<file path="src/sv/c1ks_pkg.sv">
// ----------------------------------------------------------------------------
// c1ks_pkg
// Shared types, constants and filter/feedback functions of the keystream block
// ----------------------------------------------------------------------------
package c1ks_pkg;

  localparam int STATE_W    = 48;
  localparam int UID_W      = 32;
  localparam int BYTE_W     = 8;
  localparam int MIX_CNT_W  = 3;
  localparam int NUM_TAPS   = 18;

  localparam logic [MIX_CNT_W-1:0] MIX_BYTES = 3'd4;
  localparam logic [MIX_CNT_W-1:0] MIX_ONE   = 3'd1;

  localparam logic OP_LOAD = 1'b0;
  localparam logic OP_STEP = 1'b1;

  // feedback taps as cipher positions, position p is state bit 47 - p
  localparam int TAP_POS [NUM_TAPS] = '{
    0, 5, 9, 10, 12, 14, 15, 17, 19, 24, 25, 27, 29, 35, 39, 41, 42, 43
  };

  typedef struct packed {
    logic                opcode;
    logic [STATE_W-1:0]  key;
    logic [UID_W-1:0]    tag_nonce;
    logic [BYTE_W-1:0]   data_byte;
  } in_item_t;

  typedef struct packed {
    logic [BYTE_W-1:0] keystream_byte;
    logic [BYTE_W-1:0] cipher_byte;
  } out_item_t;

  function automatic logic flt_a(input logic a, input logic b, input logic c,
                                 input logic d);
    return (a | b) ^ (a & d) ^ (c & ((a ^ b) | d));
  endfunction

  function automatic logic flt_b(input logic a, input logic b, input logic c,
                                 input logic d);
    return ((a & b) | c) ^ ((a ^ b) & (c | d));
  endfunction

  function automatic logic flt_c(input logic a, input logic b, input logic c,
                                 input logic d, input logic e);
    return (a | ((b | e) & (d ^ e))) ^ ((a ^ (b & d)) & ((c ^ d) | (b & e)));
  endfunction

  // cipher position p maps to state bit 47 - p
  function automatic logic filter_bit(input logic [STATE_W-1:0] s);
    logic g0, g1, g2, g3, g4;
    g0 = flt_a(s[38], s[36], s[34], s[32]);
    g1 = flt_b(s[30], s[28], s[26], s[24]);
    g2 = flt_b(s[22], s[20], s[18], s[16]);
    g3 = flt_a(s[14], s[12], s[10], s[8]);
    g4 = flt_b(s[6],  s[4],  s[2],  s[0]);
    return flt_c(g0, g1, g2, g3, g4);
  endfunction

  function automatic logic feedback_bit(input logic [STATE_W-1:0] s);
    logic r;
    r = 1'b0;
    for (int i = 0; i < NUM_TAPS; i++) begin
      r = r ^ s[STATE_W-1-TAP_POS[i]];
    end
    return r;
  endfunction

endpackage

</file>
<file path="src/sv/c1ks_byte_round.sv">
// ----------------------------------------------------------------------------
// c1ks_byte_round
// Eight unrolled lfsr clocks: one keystream byte and the advanced state
// ----------------------------------------------------------------------------
module c1ks_byte_round (
  input  logic [c1ks_pkg::STATE_W-1:0] state_in,
  input  logic [c1ks_pkg::BYTE_W-1:0]  mix_byte,
  output logic [c1ks_pkg::STATE_W-1:0] state_out,
  output logic [c1ks_pkg::BYTE_W-1:0]  ks_byte
);

  logic [c1ks_pkg::STATE_W-1:0] s [c1ks_pkg::BYTE_W+1];

  assign s[0] = state_in;

  for (genvar i = 0; i < c1ks_pkg::BYTE_W; i++) begin : g_clk
    logic nb;
    // filter taken before the shift, msb first
    assign ks_byte[c1ks_pkg::BYTE_W-1-i] = c1ks_pkg::filter_bit(s[i]);
    assign nb = c1ks_pkg::feedback_bit(s[i]) ^ mix_byte[c1ks_pkg::BYTE_W-1-i];
    assign s[i+1] = {s[i][c1ks_pkg::STATE_W-2:0], nb};
  end

  assign state_out = s[c1ks_pkg::BYTE_W];

endmodule

</file>
<file path="src/sv/crypto1_keystream_generator.sv">
// ----------------------------------------------------------------------------
// crypto1_keystream_generator
// Crypto1 keystream: 48-bit lfsr, uid/nonce mixing, one byte per transfer
// ----------------------------------------------------------------------------
// channel  direction  payload      transfer
// in       sink       in_item_t    in_valid & in_ready
// out      source     out_item_t   out_valid & out_ready
// cfg      sink       card_uid     cfg_valid & cfg_ready
//
// one item per cycle while the output is not stalled; the result is registered at the input transfer
// the eight lfsr clocks of a byte are one combinational pass into the state
// and result registers; the state loop sets the rate
// reset clears state, nonce, mix count, card uid and the output valid
// in_ready drops only while a result is held and out_ready is low
// cfg_ready is always high
// ----------------------------------------------------------------------------
module crypto1_keystream_generator (
  input  logic                       clk,
  input  logic                       rst,
  input  logic                       in_valid,
  output logic                       in_ready,
  input  c1ks_pkg::in_item_t         in_data,
  output logic                       out_valid,
  input  logic                       out_ready,
  output c1ks_pkg::out_item_t        out_data,
  input  logic                       cfg_valid,
  output logic                       cfg_ready,
  input  logic [c1ks_pkg::UID_W-1:0] cfg_data
);

  logic [c1ks_pkg::UID_W-1:0]     card_uid;
  logic [c1ks_pkg::STATE_W-1:0]   cipher_state;
  logic [c1ks_pkg::STATE_W-1:0]   cipher_state_next;
  logic [c1ks_pkg::UID_W-1:0]     saved_nonce;
  logic [c1ks_pkg::MIX_CNT_W-1:0] mix_count;
  logic [c1ks_pkg::MIX_CNT_W-1:0] mix_count_next;
  logic [c1ks_pkg::UID_W-1:0]     mix_word;
  logic [c1ks_pkg::BYTE_W-1:0]    mix_byte;
  logic [c1ks_pkg::BYTE_W-1:0]    ks_byte;
  logic                           mixing;
  logic                           in_xfer;
  c1ks_pkg::out_item_t            result;

  assign cfg_ready = 1'b1;
  assign in_ready  = !out_valid || out_ready;
  assign in_xfer   = in_valid && in_ready;

  assign mixing   = mix_count < c1ks_pkg::MIX_BYTES;
  assign mix_word = card_uid ^ saved_nonce;
  assign mix_byte = mixing ? mix_word[c1ks_pkg::BYTE_W*mix_count[1:0] +: c1ks_pkg::BYTE_W]
                           : '0;

  c1ks_byte_round u_round (
    .state_in  (cipher_state),
    .mix_byte  (mix_byte),
    .state_out (cipher_state_next),
    .ks_byte   (ks_byte)
  );

  assign mix_count_next = mixing ? mix_count + c1ks_pkg::MIX_ONE : mix_count;

  always_comb begin
    unique case (in_data.opcode)
      c1ks_pkg::OP_LOAD: begin
        result.keystream_byte = '0;
        result.cipher_byte    = '0;
      end
      c1ks_pkg::OP_STEP: begin
        result.keystream_byte = ks_byte;
        result.cipher_byte    = ks_byte ^ in_data.data_byte;
      end
      default: begin
        result = '0;
      end
    endcase
  end

  always_ff @(posedge clk) begin
    if (rst) begin
      card_uid <= '0;
    end else if (cfg_valid && cfg_ready) begin
      card_uid <= cfg_data;
    end
  end

  always_ff @(posedge clk) begin
    if (rst) begin
      cipher_state <= '0;
      saved_nonce  <= '0;
      mix_count    <= '0;
    end else if (in_xfer) begin
      if (in_data.opcode == c1ks_pkg::OP_LOAD) begin
        cipher_state <= in_data.key;
        saved_nonce  <= in_data.tag_nonce;
        mix_count    <= '0;
      end else begin
        cipher_state <= cipher_state_next;
        mix_count    <= mix_count_next;
      end
    end
  end

  always_ff @(posedge clk) begin
    if (rst) begin
      out_valid <= 1'b0;
    end else if (in_xfer) begin
      out_valid <= 1'b1;
    end else if (out_ready) begin
      out_valid <= 1'b0;
    end
  end

  always_ff @(posedge clk) begin
    if (in_xfer) begin
      out_data <= result;
    end
  end

  // mix counter saturates at the mix byte count
  a_mix_bound: assert property (@(posedge clk) disable iff (rst)
    mix_count <= c1ks_pkg::MIX_BYTES)
    else $error("mix count past limit");

  // a load transfer restarts mixing and yields a zero result
  a_load_clears: assert property (@(posedge clk) disable iff (rst)
    in_xfer && in_data.opcode == c1ks_pkg::OP_LOAD |=>
      mix_count == '0 && out_valid && out_data == '0)
    else $error("load transfer did not clear");

  // a step transfer consumes one mix byte while mixing
  a_mix_advance: assert property (@(posedge clk) disable iff (rst)
    in_xfer && in_data.opcode == c1ks_pkg::OP_STEP && mixing |=>
      mix_count == $past(mix_count) + c1ks_pkg::MIX_ONE)
    else $error("mix count did not advance");

  // on a step transfer the cipher byte is keystream xor data
  a_cipher_xor: assert property (@(posedge clk) disable iff (rst)
    in_xfer && in_data.opcode == c1ks_pkg::OP_STEP |=>
      out_data.cipher_byte == (out_data.keystream_byte ^ $past(in_data.data_byte)))
    else $error("cipher byte mismatch");

  // the state holds without an input transfer
  a_state_hold: assert property (@(posedge clk) disable iff (rst)
    !in_xfer |=> $stable(cipher_state) && $stable(mix_count))
    else $error("state changed without transfer");

endmodule

</file>
<file path="config.mk">
export PLATFORM = sky130hd
export DESIGN_NAME = crypto1_keystream_generator
export DESIGN_NICKNAME = d
export VERILOG_FILES = /design/src/sv/c1ks_pkg.sv /design/src/sv/c1ks_byte_round.sv /design/src/sv/crypto1_keystream_generator.sv
export SDC_FILE = /design/constraint.sdc
export NUM_CORES = 1
export LEC_CHECK = 0
export BUFFER_PORTS_ARGS = -buffer_cell sky130_fd_sc_hd__buf_2
export CELL_PAD_IN_SITES_DETAIL_PLACEMENT = 2
export CELL_PAD_IN_SITES_GLOBAL_PLACEMENT = 2
export CORE_MARGIN = 4
export CORE_UTILIZATION = 35
export DETAILED_ROUTE_END_ITERATION = 16
export GPL_TIMING_DRIVEN = 1
export HOLD_SLACK_MARGIN = 0.06
export PLACE_DENSITY_LB_ADDON = 0.1
export SYNTH_ARGS = -nofsm -noshare
export SYNTH_HDL_FRONTEND = slang
export SYNTH_SLANG_ARGS = --single-unit
</file>
<file path="constraint.sdc">
create_clock -name clk -period 4.7 [get_ports clk]
set_input_delay 0.235 -clock clk [delete_from_list [all_inputs] [get_ports clk]]
set_output_delay 0.235 -clock clk [all_outputs]
set_load 0.02 [all_outputs]
</file>
==> qor.log <==
[floorplanning] ports placed on the boundary 145
[drt] DRC violation total after the first TritonRoute iteration 321
[clocking] Setup Fix Bufs, Post-CTS 0
[worst_setup_path] worst setup path startpoint cipher_state[4]
[synthesis] synthesized net count 1144
[placed_design] Final GP Congestion 0.759
[floorplanning] effective utilization at floorplan 35.9%
[placed_design] HPWL after detailed placement 19700 microns
[synthesis] number of warning messages in the yosys log 0
[floorplanning] number of placement rows 57
[timing] Final min period 3.91 ns
[clocking] clock-pin slew reported for the worst setup and hold paths after clock tree synthesis 0.07 ns
[timing] count of endpoints failing hold in the final timing report 0
[worst_setup_path] required time at the worst-slack endpoint 4.86 ns
[clocking] maximum level of the CTS H-tree 4
[placed_design] Port Buffers 143
[power] static power due to leakage 4.55 nW
[timing] tightest hold margin 0.0816 ns
[outcome] status complete, no violations
[floorplanning] overall die area 27800 sq um
[drt] Antenna Violating Nets Remaining 0
[final_layout] share of post-route cells with drive strength above 1 18.4%
[hold_path] type of the most critical hold path input port to flip-flop
[clocking] clk sink count 132
[worst_setup_path] slack of the worst reg-to-reg path 0.79 ns
[worst_setup_path] cell occurring most often along the worst timing path sky130_fd_sc_hd__xnor3_1
[clocking] number of clock buffers inserted by TritonCTS 17
[synthesis] cell types with the largest area share after synthesis sky130_fd_sc_hd__dfxtp_1, sky130_fd_sc_hd__xnor2_1, sky130_fd_sc_hd__mux2i_1
[synthesis] cell count after synthesis 976
[worst_setup_path] cell chain of the critical path xnor3_1, xnor2_2, xnor3_1, xnor3_1, ha_1, inv_1, nor4_1, or3_1, nand3b_1, and3_1, xnor2_1, nor2_1
[worst_setup_path] worst endpoint data arrival time 4.07 ns
[global_route] initial antenna violation count 1
[synthesis] Yosys top cell area share 26.4%
[worst_setup_path] number of cells on the critical path 12
[timing] Slew HR 26.2%
[timing] largest clock skew in the final design 0.0108 ns
[global_route] largest net degree at the start of global routing 71
[final_layout] final-stage net count 1296
[global_route] wire length of the first global-routing pass 44700 microns
[timing] Final TNS setup 0 ns
[floorplanning] Die Span X 167 microns
[clocking] worst-skew pair later-pin latency 0.43 ns
[synthesis] library cell with the largest summed area after synthesis sky130_fd_sc_hd__dfxtp_1
[synthesis] post-synthesis instance area 8810 sq um
[worst_setup_path] number of cells on the worst reg-to-reg path 12
[global_route] number of global-route vias before repair 8098
[synthesis] sequential share of the synthesized area 31.8%
[synthesis] mean instance size in the synthesized netlist 9.03 sq um
[synthesis] Synth cell types 64
[final_layout] most common cell after layout, fill and taps aside sky130_fd_sc_hd__buf_2
[synthesis] number of enable flip-flop cells after synthesis 16
[final_layout] most frequent cells in the layout sky130_fd_sc_hd__buf_2, sky130_fd_sc_hd__nor2_1, sky130_fd_sc_hd__dfxtp_1, sky130_fd_sc_hd__xnor2_1, sky130_fd_sc_hd__mux2i_1
[drt] first-pass iteration count of the detailed router 4
[clocking] cells resized by post-CTS repair 0
[global_route] final global-route overflow total 0
[worst_setup_path] launch instance of the worst register-to-register path cipher_state[4]
[final_layout] Filler Cells Inserted 2765
[final_layout] Antenna Diode Count 0
[worst_setup_path] type of element launching the critical path flip-flop
[worst_setup_path] Critical path buffers and inverters 1
[timing] worst-margin pin slew 1.11 ns
[global_route] all-layer global routing usage 20.1%
[floorplanning] chip height 167 microns
[worst_setup_path] kind of critical path flip-flop to flip-flop
[synthesis] most frequently used flop master after synthesis sky130_fd_sc_hd__dfxtp_1
[timing] Setup Viol. Count Final 0
[worst_setup_path] worst setup path endpoint out_data[2]
[final_layout] area growth from synthesis to final layout 22.3%
[worst_setup_path] CP delay by family, top XOR/XNOR gates
[timing] post-route fraction of the period consumed by the critical path 83.3%
[worst_setup_path] critical path's slowest cell sky130_fd_sc_hd__xnor3_1
[worst_setup_path] Critical R2R Capture out_data[2]
[timing] Slew Limit Fails 0
[drt] routed wire length per instance 19.0 microns
[drt] Post-Route WL 27900 microns
[drt] via count 7469
[power] worst supply voltage drop on vdd 0.304 mV
[timing] achievable clock frequency 255 MHz
[drt] Via density 5.10
[power] areal power density over the cells 573 nW/um^2
[drt] number of remaining DRC errors 0
[timing] RSZ-0062 raised after global routing false
[synthesis] synthesized flop and latch total 132
[clocking] root buffer cell sky130_fd_sc_hd__clkbuf_16
[worst_setup_path] maximum cell stage delay along the critical path 0.63 ns
[worst_setup_path] highest net fanout along the worst path 14
[final_layout] final cell utilization of the core 43.9%
[clocking] hold buffer count at cts 54
[worst_setup_path] kind of capture point of the worst setup path flip-flop
[synthesis] FFs w/ async S/R, synth 0%
[job] Max Cap Violations 0
[floorplanning] area of the placeable core 24500 sq um
[clocking] clock tree from TritonCTS done
[clocking] Max Root-Sink Buffers 2
==> state kept, by name, summed over array words and instances, names as in the netlist <==
name and cells:
out_data 16, card_uid 32, out_valid 1, saved_nonce 32, mix_count 3, cipher_state 48
==> layer usage <==
layer  share of wire [%]  vias up  global-route usage [%]
met4                 1.1        2                    4.52
met3                 2.8       23                    3.58
met5               0.047        -                       0
li1                    -     3658                       -
met1                  46     3674                    25.5
met2                  50      112                    35.8
==> cells by family after synthesis <==
family | count (synthesis) | synth area share [%]
compound gates | 163 | 12.5
xor+xnor | 138 | 17.6
fa+ha+maj | 42 | 5.96
buf+inv | 115 | 5.67
flops | 132 | 31.8
mux | 91 | 11.5
other cells | 1 | 0.0426
simple gates | 294 | 15.0
==> worst min-delay path by stage <==
stage | startpoint | to | slack, ns | cells after the start
detailed placement | saved_nonce[3] | saved_nonce[3] | 0.47 | 2
global placement | saved_nonce[10] | saved_nonce[10] | 0.46 | 2
floorplan | in_valid | out_valid | 0.36 | 2
global route | cfg_data[19] | card_uid[19] | 0.08 | 3
CTS | cfg_data[19] | card_uid[19] | 0.07 | 3
finish | cfg_data[19] | card_uid[19] | 0.08 | 3
==> area by class of cell <==
type,count,area (sq um),share of cell area (%)
clock buffer,17,425,3.95
clock inverter,15,140,1.30
inverter,41,155,1.44
multi-input combinational,729,5510,51.2
sequential,132,2800,26.0
tap,324,405,3.76
timing repair buffer,207,1330,12.4
==> cells in the mapped netlist (2+ instances only) <==
| master | count |
|---|---|
| sky130_fd_sc_hd__o32ai_1 | 4 |
| sky130_fd_sc_hd__o21ai_0 | 15 |
| sky130_fd_sc_hd__nand2_1 | 78 |
| sky130_fd_sc_hd__xor3_1 | 2 |
| sky130_fd_sc_hd__or3_1 | 6 |
| sky130_fd_sc_hd__nor3_1 | 14 |
| sky130_fd_sc_hd__xnor3_2 | 2 |
| sky130_fd_sc_hd__a221oi_1 | 2 |
| sky130_fd_sc_hd__nand3_1 | 12 |
| sky130_fd_sc_hd__clkbuf_1 | 50 |
| sky130_fd_sc_hd__o211ai_1 | 8 |
| sky130_fd_sc_hd__a211oi_1 | 58 |
| sky130_fd_sc_hd__nor4b_1 | 2 |
| sky130_fd_sc_hd__nor2_1 | 127 |
| sky130_fd_sc_hd__buf_4 | 2 |
| sky130_fd_sc_hd__ha_1 | 42 |
| sky130_fd_sc_hd__xor2_1 | 13 |
| sky130_fd_sc_hd__a32oi_1 | 2 |
| sky130_fd_sc_hd__o31ai_1 | 4 |
| sky130_fd_sc_hd__buf_2 | 8 |
| sky130_fd_sc_hd__nor3b_1 | 3 |
| sky130_fd_sc_hd__a21oi_1 | 49 |
| sky130_fd_sc_hd__nand2b_1 | 16 |
| sky130_fd_sc_hd__xnor2_2 | 3 |
| sky130_fd_sc_hd__dfxtp_1 | 116 |
| sky130_fd_sc_hd__clkbuf_8 | 5 |
| sky130_fd_sc_hd__mux4_2 | 7 |
| sky130_fd_sc_hd__a21o_1 | 2 |
| sky130_fd_sc_hd__buf_1 | 9 |
| sky130_fd_sc_hd__and2_1 | 4 |
| sky130_fd_sc_hd__edfxtp_1 | 16 |
| sky130_fd_sc_hd__mux2i_1 | 83 |
| sky130_fd_sc_hd__nor2b_1 | 21 |
| sky130_fd_sc_hd__nor4_1 | 3 |
| sky130_fd_sc_hd__inv_1 | 41 |
| sky130_fd_sc_hd__xnor3_1 | 14 |
| sky130_fd_sc_hd__a31oi_1 | 4 |
| sky130_fd_sc_hd__o211a_1 | 2 |
| sky130_fd_sc_hd__a211o_1 | 2 |
| sky130_fd_sc_hd__xnor2_1 | 100 |
| sky130_fd_sc_hd__nand3b_1 | 2 |
==> power by group <==
part | switching, mW | internal [mW] | total [mW]
combinational | 1.76 | 1.63 | 3.39
sequential | 0.178 | 1.31 | 1.49
clock | 0.600 | 0.698 | 1.30
total | 2.54 | 3.64 | 6.18
==> tightest hold or removal path, delay by kind of cell <==
family	cells	cell delay (ns)
buf+inv	1	0.10
simple gates	1	0.08
mux	1	0.07
==> per-stage QoR <==
step | cells | power [mW] | worst slack (ns) | area, sq um
3_5_place_dp | 1379 | 4.92 | 0.728 | 9670
4_1_cts | 1465 | 6.28 | 0.730 | 10800
3_3_place_gp | 1379 | 4.82 | 0.852 | 9670
6_report | 1465 | 6.18 | 0.785 | 10800
5_1_grt | 1465 | 6.66 | 0.497 | 10800
2_1_floorplan | 976 | 4.17 | 1.17 | 8810
Power figures use the tool's default switching activity.
